$ cat src/hw/rtl/bda_pkg.sv
// Shared types, codes and reset values for the button debounce and auto-repeat block.
package bda_pkg;

	localparam int CountW = 8;
	localparam int ModeW  = 2;
	localparam int CodeW  = 2;
	localparam int PinW   = 2;
	localparam int CfgIdxW = 2;

	localparam logic [ModeW-1:0] MODE_IDLE   = 2'd0;
	localparam logic [ModeW-1:0] MODE_SETTLE = 2'd1;
	localparam logic [ModeW-1:0] MODE_HELD   = 2'd2;

	localparam logic [CodeW-1:0] CODE_NONE  = 2'd0;
	localparam logic [CodeW-1:0] CODE_LEFT  = 2'd1;
	localparam logic [CodeW-1:0] CODE_RIGHT = 2'd2;

	localparam logic [PinW-1:0] PINS_LEFT  = 2'b10;
	localparam logic [PinW-1:0] PINS_RIGHT = 2'b01;

	localparam logic [CfgIdxW-1:0] REG_SETTLE  = 2'd0;
	localparam logic [CfgIdxW-1:0] REG_RELEASE = 2'd1;
	localparam logic [CfgIdxW-1:0] REG_REPEAT  = 2'd2;

	localparam logic [CountW-1:0] SETTLE_RESET  = 8'd1;
	localparam logic [CountW-1:0] RELEASE_RESET = 8'd1;
	localparam logic [CountW-1:0] REPEAT_RESET  = 8'd20;

	typedef struct packed {
		logic [CountW-1:0] settle_ticks;
		logic [CountW-1:0] release_ticks;
		logic [CountW-1:0] repeat_ticks;
	} cfg_t;

	typedef struct packed {
		logic [CodeW-1:0] button_code;
		logic             rearm;
	} res_t;

endpackage

$ cat src/hw/rtl/bda_cfg_regs.sv
// Configuration register file for settle, release and repeat periods.
module bda_cfg_regs (
	input  logic                   clk,
	input  logic                   arst_n,
	input  logic                   cfg_we,
	input  logic [bda_pkg::CfgIdxW-1:0] cfg_index,
	input  logic [bda_pkg::CountW-1:0]  cfg_wdata,
	output bda_pkg::cfg_t          cfg
);
	import bda_pkg::*;

	cfg_t cfg_q;

	always_ff @(posedge clk or negedge arst_n) begin
		if (!arst_n) begin
			cfg_q.settle_ticks  <= SETTLE_RESET;
			cfg_q.release_ticks <= RELEASE_RESET;
			cfg_q.repeat_ticks  <= REPEAT_RESET;
		end else if (cfg_we) begin
			unique case (cfg_index)
				REG_SETTLE:  cfg_q.settle_ticks  <= cfg_wdata;
				REG_RELEASE: cfg_q.release_ticks <= cfg_wdata;
				REG_REPEAT:  cfg_q.repeat_ticks  <= cfg_wdata;
				default: ;
			endcase
		end
	end

	assign cfg = cfg_q;

endmodule

$ cat src/hw/rtl/bda_fsm.sv
// Debounce state machine: idle, settle and held modes with release and repeat counters.
module bda_fsm (
	input  logic                      clk,
	input  logic                      arst_n,
	input  logic                      accept,
	input  logic                      kind,
	input  logic                      notice_active,
	input  logic [bda_pkg::PinW-1:0]  buttons,
	input  bda_pkg::cfg_t             cfg,
	output logic                      res_valid,
	output bda_pkg::res_t             res
);
	import bda_pkg::*;

	logic [ModeW-1:0]  mode_q, mode_d;
	logic              pending_q, pending_d;
	logic [CountW-1:0] settle_q, settle_d;
	logic [CountW-1:0] release_q, release_d;
	logic [CountW-1:0] repeat_q, repeat_d;
	logic              left, right;

	assign left  = (buttons == PINS_LEFT);
	assign right = (buttons == PINS_RIGHT);

	always_comb begin
		mode_d          = mode_q;
		pending_d       = pending_q;
		settle_d        = settle_q;
		release_d       = release_q;
		repeat_d        = repeat_q;
		res.button_code = CODE_NONE;
		res.rearm       = 1'b0;
		res_valid       = accept && !kind;
		if (accept && kind) begin
			pending_d = notice_active;
		end else if (accept) begin
			unique case (mode_q)
				MODE_SETTLE: begin
					if (settle_q == '0) begin
						if (left || right) begin
							res.button_code = left ? CODE_LEFT : CODE_RIGHT;
							release_d       = cfg.release_ticks;
							repeat_d        = cfg.repeat_ticks;
							mode_d          = MODE_HELD;
						end else begin
							mode_d    = MODE_IDLE;
							pending_d = 1'b0;
							res.rearm = 1'b1;
						end
					end else begin
						settle_d = settle_q - 1'b1;
					end
				end
				MODE_HELD: begin
					if (release_q == '0) begin
						mode_d    = MODE_IDLE;
						pending_d = 1'b0;
						res.rearm = 1'b1;
					end else if (!left && !right) begin
						release_d = release_q - 1'b1;
					end else begin
						release_d = cfg.release_ticks;
						if (repeat_q == '0) begin
							if (left) begin
								res.button_code = CODE_LEFT;
							end
							repeat_d = cfg.repeat_ticks;
						end else if (left) begin
							repeat_d = repeat_q - 1'b1;
						end
					end
				end
				default: begin
					mode_d = MODE_IDLE;
					if (pending_q) begin
						settle_d = cfg.settle_ticks;
						mode_d   = MODE_SETTLE;
					end
				end
			endcase
		end
	end

	always_ff @(posedge clk or negedge arst_n) begin
		if (!arst_n) begin
			mode_q    <= MODE_IDLE;
			pending_q <= 1'b0;
			settle_q  <= '0;
			release_q <= '0;
			repeat_q  <= '0;
		end else begin
			mode_q    <= mode_d;
			pending_q <= pending_d;
			settle_q  <= settle_d;
			release_q <= release_d;
			repeat_q  <= repeat_d;
		end
	end

endmodule

$ cat src/hw/rtl/bda_out_buf.sv
// Result register with a skid entry so the input side can deliver one more result while output stalls.
module bda_out_buf (
	input  logic          clk,
	input  logic          arst_n,
	input  logic          push,
	input  bda_pkg::res_t push_data,
	output logic          full,
	output logic          out_valid,
	input  logic          out_ready,
	output bda_pkg::res_t out_data
);
	import bda_pkg::*;

	logic main_valid_q, skid_valid_q;
	res_t main_q, skid_q;
	logic pop;

	assign pop       = main_valid_q && out_ready;
	assign full      = skid_valid_q;
	assign out_valid = main_valid_q;
	assign out_data  = main_q;

	always_ff @(posedge clk or negedge arst_n) begin
		if (!arst_n) begin
			main_valid_q <= 1'b0;
			skid_valid_q <= 1'b0;
		end else if (skid_valid_q) begin
			if (pop) begin
				skid_valid_q <= 1'b0;
			end
		end else if (push) begin
			if (main_valid_q && !pop) begin
				skid_valid_q <= 1'b1;
			end else begin
				main_valid_q <= 1'b1;
			end
		end else if (pop) begin
			main_valid_q <= 1'b0;
		end
	end

	always_ff @(posedge clk) begin
		if (skid_valid_q) begin
			if (pop) begin
				main_q <= skid_q;
			end
		end else if (push) begin
			if (main_valid_q && !pop) begin
				skid_q <= push_data;
			end else begin
				main_q <= push_data;
			end
		end
	end

endmodule

$ cat src/hw/rtl/button_debounce_autorepeat_core.sv
// Top level of the two-button debouncer with left-button auto-repeat.
//
// Input channel (in_valid/in_ready): one item per transfer. kind 0 is a
// periodic tick carrying the raw pins in buttons; kind 1 is a press notice
// whose notice_active loads the pending flag. A tick yields exactly one result
// (button_code, rearm); a notice yields none.
// Output channel (out_valid/out_ready): results in order of their ticks.
// Each result is registered in the result register or the skid entry.
// Throughput: one item per cycle while in_ready is high; the state update
// is a single pass of logic from the state registers to the result register.
// When the receiver stalls, a second result is held in a skid entry and
// in_ready drops only once both the result register and skid entry are full.
// Configuration: cfg_we writes cfg_wdata to register cfg_index (0 settle,
// 1 release, 2 repeat) at once; index 3 is ignored. Write only while idle.
// Reset: arst_n clears both buffers, sets idle mode with the flag and all
// counters at zero, and loads the periods with 1, 1 and 20 ticks.
module button_debounce_autorepeat_core (
	input  logic                          clk,
	input  logic                          arst_n,
	input  logic                          in_valid,
	output logic                          in_ready,
	input  logic                          kind,
	input  logic                          notice_active,
	input  logic [bda_pkg::PinW-1:0]      buttons,
	output logic                          out_valid,
	input  logic                          out_ready,
	output logic [bda_pkg::CodeW-1:0]     button_code,
	output logic                          rearm,
	input  logic                          cfg_we,
	input  logic [bda_pkg::CfgIdxW-1:0]   cfg_index,
	input  logic [bda_pkg::CountW-1:0]    cfg_wdata
);
	import bda_pkg::*;

	cfg_t cfg;
	res_t res, out_data;
	logic res_valid;
	logic full;
	logic accept;

	assign in_ready = !full;
	assign accept   = in_valid && in_ready;

	bda_cfg_regs u_cfg (
		.clk       (clk),
		.arst_n    (arst_n),
		.cfg_we    (cfg_we),
		.cfg_index (cfg_index),
		.cfg_wdata (cfg_wdata),
		.cfg       (cfg)
	);

	bda_fsm u_fsm (
		.clk           (clk),
		.arst_n        (arst_n),
		.accept        (accept),
		.kind          (kind),
		.notice_active (notice_active),
		.buttons       (buttons),
		.cfg           (cfg),
		.res_valid     (res_valid),
		.res           (res)
	);

	bda_out_buf u_out (
		.clk       (clk),
		.arst_n    (arst_n),
		.push      (res_valid),
		.push_data (res),
		.full      (full),
		.out_valid (out_valid),
		.out_ready (out_ready),
		.out_data  (out_data)
	);

	assign button_code = out_data.button_code;
	assign rearm       = out_data.rearm;

endmodule

$ cat config.mk
export PLATFORM = sky130hd
export DESIGN_NAME = button_debounce_autorepeat_core
export DESIGN_NICKNAME = d
export VERILOG_FILES = /design/src/hw/rtl/bda_pkg.sv /design/src/hw/rtl/bda_cfg_regs.sv /design/src/hw/rtl/bda_fsm.sv /design/src/hw/rtl/bda_out_buf.sv /design/src/hw/rtl/button_debounce_autorepeat_core.sv
export SDC_FILE = /design/constraint.sdc
export NUM_CORES = 1
export LEC_CHECK = 0
export BUFFER_PORTS_ARGS = -buffer_cell sky130_fd_sc_hd__buf_2
export CORE_MARGIN = 1.5
export CORE_UTILIZATION = 55
export DETAILED_ROUTE_END_ITERATION = 12
export GPL_TIMING_DRIVEN = 0
export PLACE_DENSITY = 0.73
export SYNTH_ARGS = -nofsm -noshare
export SYNTH_HDL_FRONTEND = slang
export SYNTH_SLANG_ARGS = --single-unit
export TNS_END_PERCENT = 1
$ cat constraint.sdc
create_clock -name clk -period 3.1 [get_ports clk]
set_clock_uncertainty 0.2 [all_clocks]
set_input_delay 0.465 -clock clk [delete_from_list [all_inputs] [get_ports clk]]
set_output_delay 0.465 -clock clk [all_outputs]
set_load 0.01 [all_outputs]
==> results.yml <==
outcome:
  status: "finished, final reports clean"
cells_and_area:
  final_area_um2: 3580
  layout_nets: 369
  synthToLayoutAreaGrowth_pct: 12.7
  fill_cell_instance_count_of_the_final_layout: 486
  layoutNonFillerInstCount: 418
  antenna_cells_inserted: 0
  drive_above_1_share_pct: 24.0
  most_frequent_standard_cell_in_the_layout_excluding_fill_and_tap_cells: "dfrtp_1"
  layout.cells.most_common_list: "dfrtp_1 (49), nor2_1 (28), buf_2 (25)"
setup_path:
  worst-endpoint-arrival_ns: 2.58
  worstReg2RegEnd: "u_fsm.repeat_q[0]"
  critPathCaptureType: "flop"
  path_class: "reg2reg"
  setup.worst_path.end: "u_fsm.repeat_q[0]"
  worstSetupStartpointType: "flop"
  timing.reg2reg.setup_slack_ns: 0.54
  path_max_fanout: 10
  cp_cell_sequence: "inv_1 > ha_1 > clkbuf_1 > or3b_2 > o21ai_0 > buf_2 > nor3_1 > a211o_1"
  critical_path_required_ns: 3.12
  cp-startpoint: "u_fsm.repeat_q[0]"
  cp_slowest_cell: "or3b_2"
  worstReg2RegStart: "u_fsm.repeat_q[0]"
  timing.reg2reg.worst_path_depth: 8
  critical_path.max_stage_delay_ns: 0.52
clock_network:
  cts_post_setup_buffers_inserted: 0
  clock_insertion_delay_at_the_later_pin_of_the_skew_report_ns: 0.34
  cts_buffer_depth: 2
  cts_hold_buffers: 0
  cts_inserted_buffers: 9
  clk_transition_reported_paths_ns: 0.06
  cts_tree: "yes"
  clock_sink_count: 59
  clock_tree.root_cell: "clkbuf_8"
  post_cts_resize_count: 0
  clock_tree.htree_level_count: 3
timing:
  tightest_slew_ns: 1.22
  post-route-min-period_ns: 2.56
  max_slew_margin_pct: 18.7
  period_share_pct: 82.5
  finalSetupViolCount: 0
  final_max_slew_viol_count: 0
  fmaxAchievable_mhz: 391
  timing.final.hold_violations: 0
  setup_tns_ns: 0
  grt_setup_unrepaired: "no"
global_route:
  grt_util_all_layers_pct: 24.6
  antenna_violations_before_repair: 0
  grt_remaining_overflow: 0
  grt_pass1_vias: 2383
  grt_first_pass_wirelength_um: 11600
  pin_count_of_the_biggest_net_entering_global_routing: 54
placed_design:
  gpl.final_weighted_congestion: 0.830
  place.detailed.instances: 402
  portBuffers: 23
  hpwl_um: 4820
  instance_area_after_placement_um2: 3380
min_path:
  worst_hold_path_type: "in2reg"
synthesis:
  post_synth_inst_count: 307
  synth-edff-count: 6
  synth_mux_area_share_pct: 9.74
  synth_compound_area_share_pct: 19.0
  async_flop_share_pct: 89.8
  post_synth_and_or_nand_nor_area_fraction_pct: 15.6
  synth_seq_area_share_pct: 47.6
  synth_xor_area_share_pct: 0
  synth_warnings: 0
  ys_ff_latch: 59
  syn-cell-area_um2: 3170
  synth_flop_cell: "dfrtp_1"
  post_synth_num_cell_types: 60
  syn-num-nets: 335
  postSynthAreaPerCell_um2: 10.3
  yosys.area_share.adder_pct: 3.55
  synth_top_family_by_area: "compound AO/OA/AOI/OAI gates"
die:
  top_level_ports: 24
  start_util_pct: 57.3
  fp.coreArea_um2: 5540
  die_width_um: 79.0
  chipHeight_um: 79.0
  fp-row-count: 27
  design.die.area_um2: 6240
route:
  vias_per_cell: 6.08
  route.detailed.wl_per_inst_um: 16.6
  drc: 0
  drt-total-wl_um: 6930
  firstDrtPassIters: 4
  route.antenna.remaining_nets: 0
  via_count: 2543
  drt_initial_violations: 158
run:
  timing.max_cap.violations: 0
power_and_ir_drop:
  pwr_density_cell_nw_per_um2: 833
  ir_worst_vdd_mv: 0.432
  power.leakage_nw: 1.55
## critical path, delay by kind of cell (launching register included)
family                     cells  cell delay [ns]
AOI/OAI and AO/OA              2             0.50
adders and majority gates      1             0.13
DFF                            1             0.43
and+or+nand+nor                2             0.58
buffers and inverters          3             0.60
## area by class of cell
class	instances	area, µm²	share of cell area [%]
Tap cell	72	90.1	2.52
Timing Repair Buffer	23	115	3.22
Buffer	11	60.1	1.68
Sequential cell	59	1510	42.3
Inverter	22	82.6	2.31
Clock inverter	2	35.0	0.979
Clock buffer	14	163	4.55
Multi-Input combinational cell	215	1520	42.5
## through the flow
| step | hold slack (ns) | utilization (%) | total power [mW] | setup slack, ns |
|---|---|---|---|---|
| 3_5_place_dp | 0.297 | 61.0 | 2.27 | 0.557 |
| 4_1_cts | 0.107 | 64.6 | 2.98 | 0.551 |
| 5_1_grt | 0.107 | 64.6 | 3.18 | 0.387 |
| 3_3_place_gp | 0.287 | 61.0 | 2.23 | 0.575 |
| 2_1_floorplan | -0.0306 | - | 1.99 | 0.790 |
| 6_report | 0.113 | 64.6 | 2.98 | 0.543 |
## layer usage
metal  track usage (%)  up-vias  wire (µm)
li1                  -     1203          -
met1              32.9     1248       3170
met2              39.1       77       3280
met3              5.52       15        348
met4              9.30        0        134
met5                 0        -          0
## where the power goes
group	internal [mW]	total [mW]	switching, mW
Sequential	1.04	1.29	0.258
Combinational	0.416	0.977	0.561
Clock	0.415	0.707	0.292
## worst min path at each step
stage / to / depth (start not counted) / startpoint
floorplan: u_cfg.cfg[0] / 0 / arst_n
global placement: u_cfg.cfg[21] / 1 / u_cfg.cfg[21]
detailed placement: u_cfg.cfg[21] / 1 / u_cfg.cfg[21]
CTS: u_out.full / 2 / out_ready
global route: u_out.full / 2 / out_ready
finish: u_out.full / 2 / out_ready
## synthesized netlist by cell type, drive strengths merged, types with 2 or more instances
library cell | n | share of area, %
clkbuf | 7 | 0.87
a21o | 5 | 1.2
or3 | 2 | 0.43
a221o | 2 | 0.63
nor2b | 2 | 0.39
or4 | 4 | 0.95
nor3b | 4 | 1.1
mux2i | 5 | 1.6
o21ai | 25 | 3.9
nor3 | 12 | 1.9
inv | 22 | 2.6
nand3b | 2 | 0.47
o31ai | 4 | 1.5
nand2 | 12 | 1.5
dfrtp | 49 | 39
buf | 4 | 1.0
dfstp | 4 | 3.3
and3 | 4 | 0.83
ha | 9 | 3.5
nor2 | 28 | 3.3
nor4 | 5 | 1.2
nand3 | 7 | 1.5
o22a | 5 | 1.4
a211oi | 3 | 0.87
a21oi | 23 | 3.6
a32oi | 2 | 0.55
edfxtp | 6 | 5.7
a31oi | 6 | 1.2
mux2 | 23 | 8.2
or3b | 2 | 0.63
a22oi | 4 | 0.95
## state kept, by name, indices dropped and copies added, names as in the netlist
name             flops
u_fsm.settle_q       8
u_cfg.cfg           24
u_fsm.pending_q      1
u_out.full           1
u_fsm.mode_q         2
u_out.out_valid      1
u_out.out_data       3
u_out.skid_q         3
u_fsm.repeat_q       8
u_fsm.release_q      8
## cells by family (layout without fill, tap and decap cells)
kind of cell / after synthesis / after routing
buffers and inverters: 33 / 72
AND/OR/NAND/NOR: 89 / 89
flip-flops: 59 / 59
AO/OA/AOI/OAI: 89 / 89
adder cells (fa/ha/maj): 9 / 9
multiplexers: 28 / 28
Power figures use the tool's default switching activity.
